==> src/rtl/smrs_pkg.sv <==
// Shared types, codes and constants for the servo motion ramp/sweep unit.
// Depends on nothing; every other file in rtl imports it.
package smrs_pkg;

    localparam int FRACTION_BITS_DEF = 8;
    localparam int MUL_B_W = 17;
    localparam int DVS_W = 24;
    localparam int CFG_IDX_W = 1;
    localparam int CFG_DATA_W = 11;

    localparam logic [11:0] ANGLE_LIMIT = 12'd500;
    localparam logic [10:0] MAP_SPAN_US = 11'd1856;
    localparam logic [23:0] MAP_SPAN_DEG = 24'd180;
    localparam logic [23:0] MS_PER_S = 24'd1000;
    localparam logic [23:0] RAMP_DIV = 24'd10000000;
    localparam logic [16:0] RAMP_T_CAP = 17'd100000;

    localparam logic [2:0] OP_TICK = 3'd0;
    localparam logic [2:0] OP_ATTACH = 3'd1;
    localparam logic [2:0] OP_MOVE = 3'd2;
    localparam logic [2:0] OP_SWEEP = 3'd3;
    localparam logic [2:0] OP_STOP = 3'd4;

    localparam logic [1:0] EV_NONE = 2'd0;
    localparam logic [1:0] EV_START = 2'd1;
    localparam logic [1:0] EV_STOP = 2'd2;

    localparam logic [CFG_IDX_W-1:0] REG_VELOCITY = 1'd0;
    localparam logic [CFG_IDX_W-1:0] REG_ACCEL = 1'd1;

    typedef struct packed {
        logic [2:0]  opcode;
        logic [15:0] elapsed_ms;
        logic [11:0] target_us;
        logic [11:0] sweep_low_us;
        logic [11:0] sweep_high_us;
        logic [9:0]  sweep_increment;
    } in_item_t;

    typedef struct packed {
        logic        write_pulse;
        logic [11:0] pulse_us;
        logic [1:0]  event_code;
        logic [11:0] goal_us;
    } out_item_t;

endpackage

==> src/rtl/smrs_mul.sv <==
// Bit-serial shift-add multiplier: one multiplier bit per cycle.
// Depends on smrs_pkg for the default multiplier width.
module smrs_mul import smrs_pkg::*; #(
    parameter int WIDTH = 52,
    parameter int B_W = MUL_B_W
) (
    input  logic             aclk,
    input  logic             aresetn,
    input  logic             start,
    input  logic [WIDTH-1:0] op_a,
    input  logic [B_W-1:0]   op_b,
    output logic             done,
    output logic [WIDTH-1:0] product
);
    localparam int CNT_W = $clog2(B_W + 1);

    logic [WIDTH-1:0] a_reg;
    logic [WIDTH-1:0] acc_reg;
    logic [B_W-1:0]   b_reg;
    logic [CNT_W-1:0] cnt_reg;
    logic             run_reg;
    logic             done_reg;

    always_ff @(posedge aclk) begin
        if (!aresetn) begin
            run_reg  <= 1'b0;
            done_reg <= 1'b0;
            cnt_reg  <= '0;
        end else begin
            done_reg <= 1'b0;
            if (start) begin
                a_reg   <= op_a;
                b_reg   <= op_b;
                acc_reg <= '0;
                cnt_reg <= CNT_W'(B_W - 1);
                run_reg <= 1'b1;
            end else if (run_reg) begin
                if (b_reg[0]) begin
                    acc_reg <= acc_reg + a_reg;
                end
                a_reg <= a_reg << 1;
                b_reg <= b_reg >> 1;
                cnt_reg <= cnt_reg - 1'b1;
                if (cnt_reg == '0) begin
                    run_reg  <= 1'b0;
                    done_reg <= 1'b1;
                end
            end
        end
    end

    assign done = done_reg;
    assign product = acc_reg;
endmodule

==> src/rtl/smrs_div.sv <==
// Restoring divider: one quotient bit per cycle, quotient built in place.
// Depends on smrs_pkg for the default divisor width.
module smrs_div import smrs_pkg::*; #(
    parameter int WIDTH = 52,
    parameter int D_W = DVS_W
) (
    input  logic             aclk,
    input  logic             aresetn,
    input  logic             start,
    input  logic [WIDTH-1:0] dividend,
    input  logic [D_W-1:0]   divisor,
    output logic             done,
    output logic [WIDTH-1:0] quotient
);
    localparam int CNT_W = $clog2(WIDTH + 1);

    logic [WIDTH-1:0] quo_reg;
    logic [D_W-1:0]   rem_reg;
    logic [D_W-1:0]   dvs_reg;
    logic [CNT_W-1:0] cnt_reg;
    logic             run_reg;
    logic             done_reg;
    logic [D_W:0]     shifted;
    logic             fits;
    logic [D_W:0]     diff;

    always_comb begin
        shifted = {rem_reg, quo_reg[WIDTH-1]};
        fits = shifted >= {1'b0, dvs_reg};
        diff = shifted - {1'b0, dvs_reg};
    end

    always_ff @(posedge aclk) begin
        if (!aresetn) begin
            run_reg  <= 1'b0;
            done_reg <= 1'b0;
            cnt_reg  <= '0;
        end else begin
            done_reg <= 1'b0;
            if (start) begin
                quo_reg <= dividend;
                rem_reg <= '0;
                dvs_reg <= divisor;
                cnt_reg <= CNT_W'(WIDTH - 1);
                run_reg <= 1'b1;
            end else if (run_reg) begin
                // remainder stays below the divisor, so D_W bits hold it
                rem_reg <= fits ? diff[D_W-1:0] : shifted[D_W-1:0];
                quo_reg <= {quo_reg[WIDTH-2:0], fits};
                cnt_reg <= cnt_reg - 1'b1;
                if (cnt_reg == '0) begin
                    run_reg  <= 1'b0;
                    done_reg <= 1'b1;
                end
            end
        end
    end

    assign done = done_reg;
    assign quotient = quo_reg;
endmodule

==> src/rtl/servo_motion_ramp_sweep_unit.sv <==
// Servo pulse-width ramp generator: sequencer, state and result register.
// Depends on smrs_pkg, smrs_mul and smrs_div.
//
//  Port group      Direction  Handshake            Payload
//  s_*             in         s_valid / s_ready    in_item_t request
//  m_*             out        m_valid / m_ready    out_item_t result
//  cfg_*           in         cfg_valid/cfg_ready  cfg_index, cfg_data
//
// Attach, move, sweep start, stop, unused codes and ticks while idle go from idle
// straight to the output state. A moving tick at its target passes through the tick
// state, a jump or sweep step through tick and apply. A computed step runs, in order:
// three multiplies and a divide when ramping, a multiply and divide when the target is
// above 500, then one serial multiply and divide for the step itself.
// Reset is synchronous; state clears to zero, both registers to -1.
// A stalled result holds in m_item while the next request is accepted and worked on.
module servo_motion_ramp_sweep_unit import smrs_pkg::*; #(
    parameter int FRACTION_BITS = FRACTION_BITS_DEF
) (
    input  logic                  aclk,
    input  logic                  aresetn,
    input  logic                  s_valid,
    output logic                  s_ready,
    input  in_item_t              s_item,
    output logic                  m_valid,
    input  logic                  m_ready,
    output out_item_t             m_item,
    input  logic                  cfg_valid,
    output logic                  cfg_ready,
    input  logic [CFG_IDX_W-1:0]  cfg_index,
    input  logic [CFG_DATA_W-1:0] cfg_data
);
    localparam int MATH_W = 44 + FRACTION_BITS;
    localparam int POS_W = 12 + FRACTION_BITS;

    typedef enum logic [3:0] {
        ST_IDLE, ST_TICK, ST_TT, ST_AT, ST_VR, ST_DR, ST_MAPCHK,
        ST_MM, ST_DM, ST_STEP, ST_ME, ST_DE, ST_APPLY, ST_OUT
    } state_t;

    state_t          state_reg;
    in_item_t        item_reg;
    logic [POS_W-1:0] pos_reg;
    logic [11:0]     goal_reg;
    logic            moving_reg;
    logic            sweeping_reg;
    logic [11:0]     sw_low_reg;
    logic [11:0]     sw_high_reg;
    logic [9:0]      sw_delta_reg;
    logic [31:0]     move_time_reg;
    logic [10:0]     vel_reg;
    logic [10:0]     accel_reg;
    logic [MATH_W-1:0] vfx_reg;
    logic [MATH_W-1:0] mag_reg;
    logic            res_wr_reg;
    logic [1:0]      res_ev_reg;
    logic            m_valid_reg;
    out_item_t       m_item_reg;

    logic              mul_start_reg;
    logic [MATH_W-1:0] mul_a_reg;
    logic [MUL_B_W-1:0] mul_b_reg;
    logic              mul_done;
    logic [MATH_W-1:0] mul_prod;
    logic              div_start_reg;
    logic [MATH_W-1:0] div_n_reg;
    logic [DVS_W-1:0]  div_d_reg;
    logic              div_done;
    logic [MATH_W-1:0] div_quo;

    logic [32:0]       mt_sum;
    logic [31:0]       mt_new;
    logic [16:0]       t_cap;
    logic [11:0]       cur_int;
    logic [POS_W-1:0]  goal_fx;
    logic [MATH_W:0]   up_sum;
    logic [MATH_W-1:0] dn_diff;
    logic [POS_W-1:0]  nxt_pos;
    logic [11:0]       nxt_int;
    logic              accept;

    smrs_mul #(.WIDTH(MATH_W), .B_W(MUL_B_W)) u_mul (
        .aclk(aclk), .aresetn(aresetn), .start(mul_start_reg),
        .op_a(mul_a_reg), .op_b(mul_b_reg), .done(mul_done), .product(mul_prod)
    );

    smrs_div #(.WIDTH(MATH_W), .D_W(DVS_W)) u_div (
        .aclk(aclk), .aresetn(aresetn), .start(div_start_reg),
        .dividend(div_n_reg), .divisor(div_d_reg), .done(div_done), .quotient(div_quo)
    );

    always_comb begin
        accept = s_valid && (state_reg == ST_IDLE);
        mt_sum = {1'b0, move_time_reg} + 33'(s_item.elapsed_ms);
        mt_new = mt_sum[32] ? 32'hFFFF_FFFF : mt_sum[31:0];
        t_cap = (move_time_reg > 32'(RAMP_T_CAP)) ? RAMP_T_CAP : move_time_reg[16:0];
        cur_int = pos_reg[POS_W-1:FRACTION_BITS];
        goal_fx = POS_W'(goal_reg) << FRACTION_BITS;
        up_sum = {1'b0, mag_reg} + (MATH_W+1)'(pos_reg);
        dn_diff = MATH_W'(pos_reg) - mag_reg;
        if (vel_reg[10]) begin
            nxt_pos = goal_fx;
        end else if (cur_int < goal_reg) begin
            if ((up_sum >> FRACTION_BITS) > (MATH_W+1)'(goal_reg)) begin
                nxt_pos = goal_fx;
            end else begin
                nxt_pos = up_sum[POS_W-1:0];
            end
        end else if (mag_reg > MATH_W'(pos_reg)
                     || (dn_diff >> FRACTION_BITS) < MATH_W'(goal_reg)) begin
            nxt_pos = goal_fx;
        end else begin
            nxt_pos = dn_diff[POS_W-1:0];
        end
        nxt_int = nxt_pos[POS_W-1:FRACTION_BITS];
    end

    always_ff @(posedge aclk) begin
        if (!aresetn) begin
            state_reg     <= ST_IDLE;
            pos_reg       <= '0;
            goal_reg      <= '0;
            moving_reg    <= 1'b0;
            sweeping_reg  <= 1'b0;
            sw_low_reg    <= '0;
            sw_high_reg   <= '0;
            sw_delta_reg  <= '0;
            move_time_reg <= '0;
            vel_reg       <= '1;
            accel_reg     <= '1;
            m_valid_reg   <= 1'b0;
            mul_start_reg <= 1'b0;
            div_start_reg <= 1'b0;
        end else begin
            mul_start_reg <= 1'b0;
            div_start_reg <= 1'b0;
            // the output state refills the slot itself
            if (m_valid_reg && m_ready && state_reg != ST_OUT) begin
                m_valid_reg <= 1'b0;
            end
            if (cfg_valid) begin
                if (cfg_index == REG_VELOCITY) begin
                    vel_reg <= cfg_data;
                end else if (cfg_index == REG_ACCEL) begin
                    accel_reg <= cfg_data;
                end
            end
            case (state_reg)
                ST_IDLE: begin
                    if (accept) begin
                        item_reg   <= s_item;
                        res_wr_reg <= 1'b0;
                        res_ev_reg <= EV_NONE;
                        state_reg  <= ST_OUT;
                        if (s_item.opcode == OP_TICK) begin
                            move_time_reg <= mt_new;
                            if (moving_reg) begin
                                state_reg <= ST_TICK;
                            end
                        end else if (s_item.opcode == OP_ATTACH) begin
                            pos_reg    <= POS_W'(s_item.target_us) << FRACTION_BITS;
                            goal_reg   <= s_item.target_us;
                            res_wr_reg <= 1'b1;
                        end else if (s_item.opcode == OP_MOVE) begin
                            goal_reg      <= s_item.target_us;
                            moving_reg    <= 1'b1;
                            move_time_reg <= '0;
                            res_ev_reg    <= EV_START;
                        end else if (s_item.opcode == OP_SWEEP) begin
                            sw_low_reg   <= s_item.sweep_low_us;
                            sw_high_reg  <= s_item.sweep_high_us;
                            sw_delta_reg <= s_item.sweep_increment;
                            goal_reg     <= s_item.sweep_high_us;
                            moving_reg   <= 1'b1;
                            sweeping_reg <= 1'b1;
                            res_ev_reg   <= EV_START;
                        end else if (s_item.opcode == OP_STOP) begin
                            moving_reg   <= 1'b0;
                            sweeping_reg <= 1'b0;
                            res_ev_reg   <= EV_STOP;
                        end
                    end
                end
                ST_TICK: begin
                    if (cur_int == goal_reg) begin
                        state_reg <= ST_OUT;
                        if (sweeping_reg) begin
                            goal_reg <= (goal_reg == sw_low_reg) ? sw_high_reg : sw_low_reg;
                        end else begin
                            moving_reg <= 1'b0;
                            res_ev_reg <= EV_STOP;
                        end
                    end else if (vel_reg[10]) begin
                        state_reg <= ST_APPLY;
                    end else if (sweeping_reg) begin
                        mag_reg   <= MATH_W'(sw_delta_reg) << FRACTION_BITS;
                        state_reg <= ST_APPLY;
                    end else if (accel_reg == '1) begin
                        vfx_reg   <= MATH_W'(vel_reg[9:0]) << FRACTION_BITS;
                        state_reg <= ST_MAPCHK;
                    end else if (accel_reg[10]) begin
                        // any other negative ramp factor stalls the velocity at zero
                        vfx_reg   <= '0;
                        state_reg <= ST_MAPCHK;
                    end else begin
                        mul_a_reg     <= MATH_W'(t_cap);
                        mul_b_reg     <= t_cap;
                        mul_start_reg <= 1'b1;
                        state_reg     <= ST_TT;
                    end
                end
                ST_TT: begin
                    if (mul_done) begin
                        mul_a_reg     <= mul_prod;
                        mul_b_reg     <= MUL_B_W'(accel_reg[9:0]);
                        mul_start_reg <= 1'b1;
                        state_reg     <= ST_AT;
                    end
                end
                ST_AT: begin
                    if (mul_done) begin
                        mul_a_reg <= (mul_prod > MATH_W'(RAMP_DIV)) ? MATH_W'(RAMP_DIV)
                                                                     : mul_prod;
                        mul_b_reg     <= MUL_B_W'(vel_reg[9:0]);
                        mul_start_reg <= 1'b1;
                        state_reg     <= ST_VR;
                    end
                end
                ST_VR: begin
                    if (mul_done) begin
                        div_n_reg     <= mul_prod << FRACTION_BITS;
                        div_d_reg     <= RAMP_DIV;
                        div_start_reg <= 1'b1;
                        state_reg     <= ST_DR;
                    end
                end
                ST_DR: begin
                    if (div_done) begin
                        vfx_reg   <= div_quo;
                        state_reg <= ST_MAPCHK;
                    end
                end
                ST_MAPCHK: begin
                    if (goal_reg > ANGLE_LIMIT) begin
                        // degrees per second to microseconds per second
                        mul_a_reg     <= MATH_W'(vfx_reg[FRACTION_BITS +: 10]);
                        mul_b_reg     <= MUL_B_W'(MAP_SPAN_US);
                        mul_start_reg <= 1'b1;
                        state_reg     <= ST_MM;
                    end else begin
                        state_reg <= ST_STEP;
                    end
                end
                ST_MM: begin
                    if (mul_done) begin
                        div_n_reg     <= mul_prod;
                        div_d_reg     <= MAP_SPAN_DEG;
                        div_start_reg <= 1'b1;
                        state_reg     <= ST_DM;
                    end
                end
                ST_DM: begin
                    if (div_done) begin
                        vfx_reg   <= div_quo << FRACTION_BITS;
                        state_reg <= ST_STEP;
                    end
                end
                ST_STEP: begin
                    mul_a_reg     <= vfx_reg;
                    mul_b_reg     <= MUL_B_W'(item_reg.elapsed_ms);
                    mul_start_reg <= 1'b1;
                    state_reg     <= ST_ME;
                end
                ST_ME: begin
                    if (mul_done) begin
                        div_n_reg     <= mul_prod;
                        div_d_reg     <= MS_PER_S;
                        div_start_reg <= 1'b1;
                        state_reg     <= ST_DE;
                    end
                end
                ST_DE: begin
                    if (div_done) begin
                        mag_reg   <= div_quo;
                        state_reg <= ST_APPLY;
                    end
                end
                ST_APPLY: begin
                    pos_reg   <= nxt_pos;
                    state_reg <= ST_OUT;
                    if (nxt_int != cur_int) begin
                        res_wr_reg <= 1'b1;
                        if (!sweeping_reg && nxt_int == goal_reg) begin
                            moving_reg <= 1'b0;
                            res_ev_reg <= EV_STOP;
                        end
                    end
                end
                ST_OUT: begin
                    // hold until the result slot is free
                    if (!m_valid_reg || m_ready) begin
                        m_valid_reg            <= 1'b1;
                        m_item_reg.write_pulse <= res_wr_reg;
                        m_item_reg.pulse_us    <= cur_int;
                        m_item_reg.event_code  <= res_ev_reg;
                        m_item_reg.goal_us     <= goal_reg;
                        state_reg              <= ST_IDLE;
                    end
                end
                default: begin
                    state_reg <= ST_IDLE;
                end
            endcase
        end
    end

    assign s_ready = (state_reg == ST_IDLE);
    assign m_valid = m_valid_reg;
    assign m_item = m_item_reg;
    assign cfg_ready = 1'b1;
endmodule

==> config.mk <==
export PLATFORM = sky130hd
export DESIGN_NAME = servo_motion_ramp_sweep_unit
export DESIGN_NICKNAME = d
export VERILOG_FILES = /design/src/rtl/smrs_pkg.sv /design/src/rtl/smrs_mul.sv /design/src/rtl/smrs_div.sv /design/src/rtl/servo_motion_ramp_sweep_unit.sv
export SDC_FILE = /design/constraint.sdc
export NUM_CORES = 1
export LEC_CHECK = 0
export BUFFER_PORTS_ARGS = -buffer_cell sky130_fd_sc_hd__buf_4
export CORE_MARGIN = 3
export CORE_UTILIZATION = 30
export DETAILED_ROUTE_END_ITERATION = 8
export PLACE_DENSITY = 0.53
export SLEW_MARGIN = 20
export SYNTH_ARGS = -nofsm -noshare
export SYNTH_HDL_FRONTEND = slang
export SYNTH_SLANG_ARGS = --single-unit
==> constraint.sdc <==
create_clock -name aclk -period 6.6 [get_ports aclk]
set_clock_uncertainty 0.2 [all_clocks]
set_input_delay 1.65 -clock aclk [delete_from_list [all_inputs] [get_ports aclk]]
set_output_delay 1.65 -clock aclk [all_outputs]
set_load 0.1 [all_outputs]
==> results.py <==
metrics = {
    "synth": {
        "seq_area_frac_synth_pct": 47.2,
        "syn_inst": 3563,
        "synth-edff-count": 478,
        "yosys_warnings": 0,
        "yosys.cell_types.count": 120,
        "synth_fp_nets": 3809,
        "synthFlopType": "edfxtp_1",
        "synthesis.area_mm2": 0.0365,
        "synth-async-reset-ratio_pct": 0,
        "synth_top_area_share_pct": 39.3,
        "synth.area.top_cells": "edfxtp_1, dfxtp_1, ha_1",
        "synth.avg_cell_area_um2": 10.2,
        "yosys.cell_count.top_type": "edfxtp_1",
        "synth.ff_latch_count": 622,
        "synthTopCellsByCount": "edfxtp_1, nand2_1, nor2_1, a21oi_1, mux2_2",
        "yosysTopAreaCell": "edfxtp_1",
    },
    "global_routing": {
        "grt_max_degree": 79,
        "grt_first_pass_wirelength_mm": 182,
        "first_global_vias": 29000,
        "overflow": 0,
        "grt_util_all_layers_pct": 18.5,
        "antenna_found_initial": 3,
    },
    "sta": {
        "worstMarginPinSlew_ps": 1100,
        "layout_setup_ws_ps": -526,
        "finalHoldViolCount": 0,
        "fin_crit_ps": 7130,
        "maxSlewViolCount": 0,
        "rsz0062_at_grt": "true",
        "hold_slack_ps": 215,
        "clock.fmax_ghz": 0.140,
        "maxSlewHeadroom_pct": 26.8,
        "setup-violations-final": 4,
        "finalCritPeriodShare_pct": 108,
    },
    "die": {
        "die_w_um": 355,
        "dieArea_mm2": 0.126,
        "io_pins": 112,
        "core_mm2": 0.120,
        "die_h_um": 355,
        "initial_core_util_pct": 30.3,
        "fp-row-count": 127,
    },
    "detailed_routing": {
        "drc": 0,
        "first_pass_iters": 6,
        "wl_per_cell_um": 21.3,
        "vias": 29400,
        "viasPerCell": 5.27,
        "ant_nets": 0,
        "drt-initial-drc-count": 2290,
        "finalWirelength_mm": 119,
    },
    "clock_network": {
        "htree_levels": 3,
        "clock-sinks": 622,
        "cts-root-buf": "clkbuf_16",
        "clock_path_buffers": 3,
        "cts_buffers": 74,
        "clk_pin_slew_ps": 60,
        "cts_tree": "done",
        "clock_latency_ps": 680,
    },
    "placed_design": {
        "hpwl_mm": 87.2,
        "place_congestion": 0.960,
        "numPortBuffers": 110,
    },
    "worst_setup_path": {
        "slowest_stage": "or4_4",
        "path_max_fanout": 4,
        "crit_type": "reg2reg",
        "crit_arrival_ps": 7500,
        "worst-r2r-setup-slack_ps": -530,
        "rr_worst_depth": 35,
        "regToRegStartpoint": "mag_reg[0]",
        "cp-start-kind": "flip-flop",
        "cp-startpoint": "mag_reg[0]",
        "critPathMaxStageDelay_ps": 530,
        "cp-endpoint": "moving_reg",
        "required_ps": 6970,
        "r2r_end": "moving_reg",
        "crit_path_end_kind": "flip-flop",
    },
    "finish": {
        "fillCellCount": 12000,
        "nNetsFinal": 4142,
        "area_growth_pct": 20.8,
        "drive_gt1_share_pct": 22.1,
        "fin_util_pct": 36.6,
    },
    "power": {
        "power_w": 0.0126,
        "power_leakage_nw": 16.8,
        "p_per_area_mw_per_mm2": 285,
        "vdd_drop_max_v": 0.000182,
    },
    "job": {
        "cap_violations": 0,
    },
    "hold_path": {
        "holdCritPathClass": "reg2reg",
    },
    "run_status": {
        "status": "finished with violations",
        "violations": "setup timing",
    },
}
==> cells by family (layout without fill, tap and decap cells) <==
logic type / Yosys count / after routing / share of synthesized area, %
and+or+nand+nor: 1194 / 1194 / 16.7
AOI/OAI and AO/OA: 921 / 921 / 17.6
DFF: 622 / 622 / 47.2
buffers and inverters: 335 / 730 / 3.64
muxes: 199 / 199 / 6.06
adders and majority gates: 164 / 164 / 5.73
xor gates and xnor gates: 127 / 127 / 3.05
other: 1 / 3 / 0.0103
==> how the worst min path moves through the flow <==
stage,start,endpoint,cells after the start
after global placement,div_d_reg[20],u_div.dvs_reg[20],0
after floorplan,res_ev_reg[0],m_item[12],0
final,div_d_reg[20],u_div.dvs_reg[20],0
after detailed placement,div_d_reg[20],u_div.dvs_reg[20],0
after global routing,div_d_reg[20],u_div.dvs_reg[20],0
after CTS,div_d_reg[20],u_div.dvs_reg[20],0
==> timing repair <==
action	in CTS	in global routing
setup buffers	8	3
resized for setup	29	37
setup endpoints to repair	10	15
cloned	0	1
pin swaps	17	15
hold buffers	0	0
==> where the power goes <==
| part | switching (W) | internal, W | total [W] |
|---|---|---|---|
| registers | 0.000276 | 0.00473 | 0.00500 |
| logic | 0.00201 | 0.00136 | 0.00336 |
| clock network | 0.00178 | 0.00244 | 0.00422 |
| total | 0.00406 | 0.00852 | 0.0126 |
==> critical path: cells and delay by family, from the launching register on <==
kind            cells  cell delay [ps]
simple gates        8             1650
flops               1              360
fa+ha+maj           3              720
compound gates     18             3260
xor+xnor            1              150
buf+inv             5              670
==> per-stage QoR <==
stage	instances	instance area [um2]	TNS (ps)	worst slack [ps]
6_report	5572	44100	-1940	-526
5_1_grt	5570	44100	-3390	-824
4_1_cts	5566	43900	-2010	-536
3_5_place_dp	5420	41200	-4170	-994
3_3_place_gp	5420	41200	-3050	-815
2_1_floorplan	3563	36500	-49.9	-25.0
==> layout by cell type (no fill, tap or decap), types with 29 or more instances in the layout <==
cell / synthesis / layout
nor3_1: 81 / 75
xor2_1: 51 / 51
a21oi_1: 204 / 193
nand2_1: 307 / 306
ha_1: 159 / 155
nor4_1: 39 / 33
buf_4: 3 / 438
a21boi_0: 56 / 56
mux2_2: 174 / 174
edfxtp_1: 478 / 478
and2_1: 86 / 85
xnor2_1: 76 / 76
a21o_1: 65 / 65
o21ai_0: 148 / 141
nor2_1: 264 / 253
clkbuf_16: 0 / 76
nand3_1: 96 / 94
nand2b_1: 39 / 39
dfxtp_1: 144 / 139
o211ai_1: 35 / 35
nor2b_1: 91 / 90
inv_1: 143 / 139
a31oi_1: 30 / 29
a211oi_1: 52 / 46
nand4_1: 45 / 45
a22o_1: 73 / 73
a22oi_1: 31 / 29
==> metal layers <==
layer	vias up	share of wire [%]	global-route usage [%]
met5	-	0	0
met4	0	2.6	5.77
li1	14000	-	-
met2	756	46	29.6
met1	14500	46	26.1
met3	150	5.0	2.17
==> layout make-up <==
class / count / area, um2 / area share, %
multi-input cells: 2606 / 18300 / 41.6
well taps: 1612 / 2020 / 4.58
clock inverters: 34 / 467 / 1.06
flip-flops and latches: 622 / 17200 / 39.1
repair buffers: 446 / 3420 / 7.76
inverters: 146 / 548 / 1.24
diodes: 2 / 5.00 / 0.0114
clock buffers: 104 / 2040 / 4.63
Power figures use the tool's default switching activity.
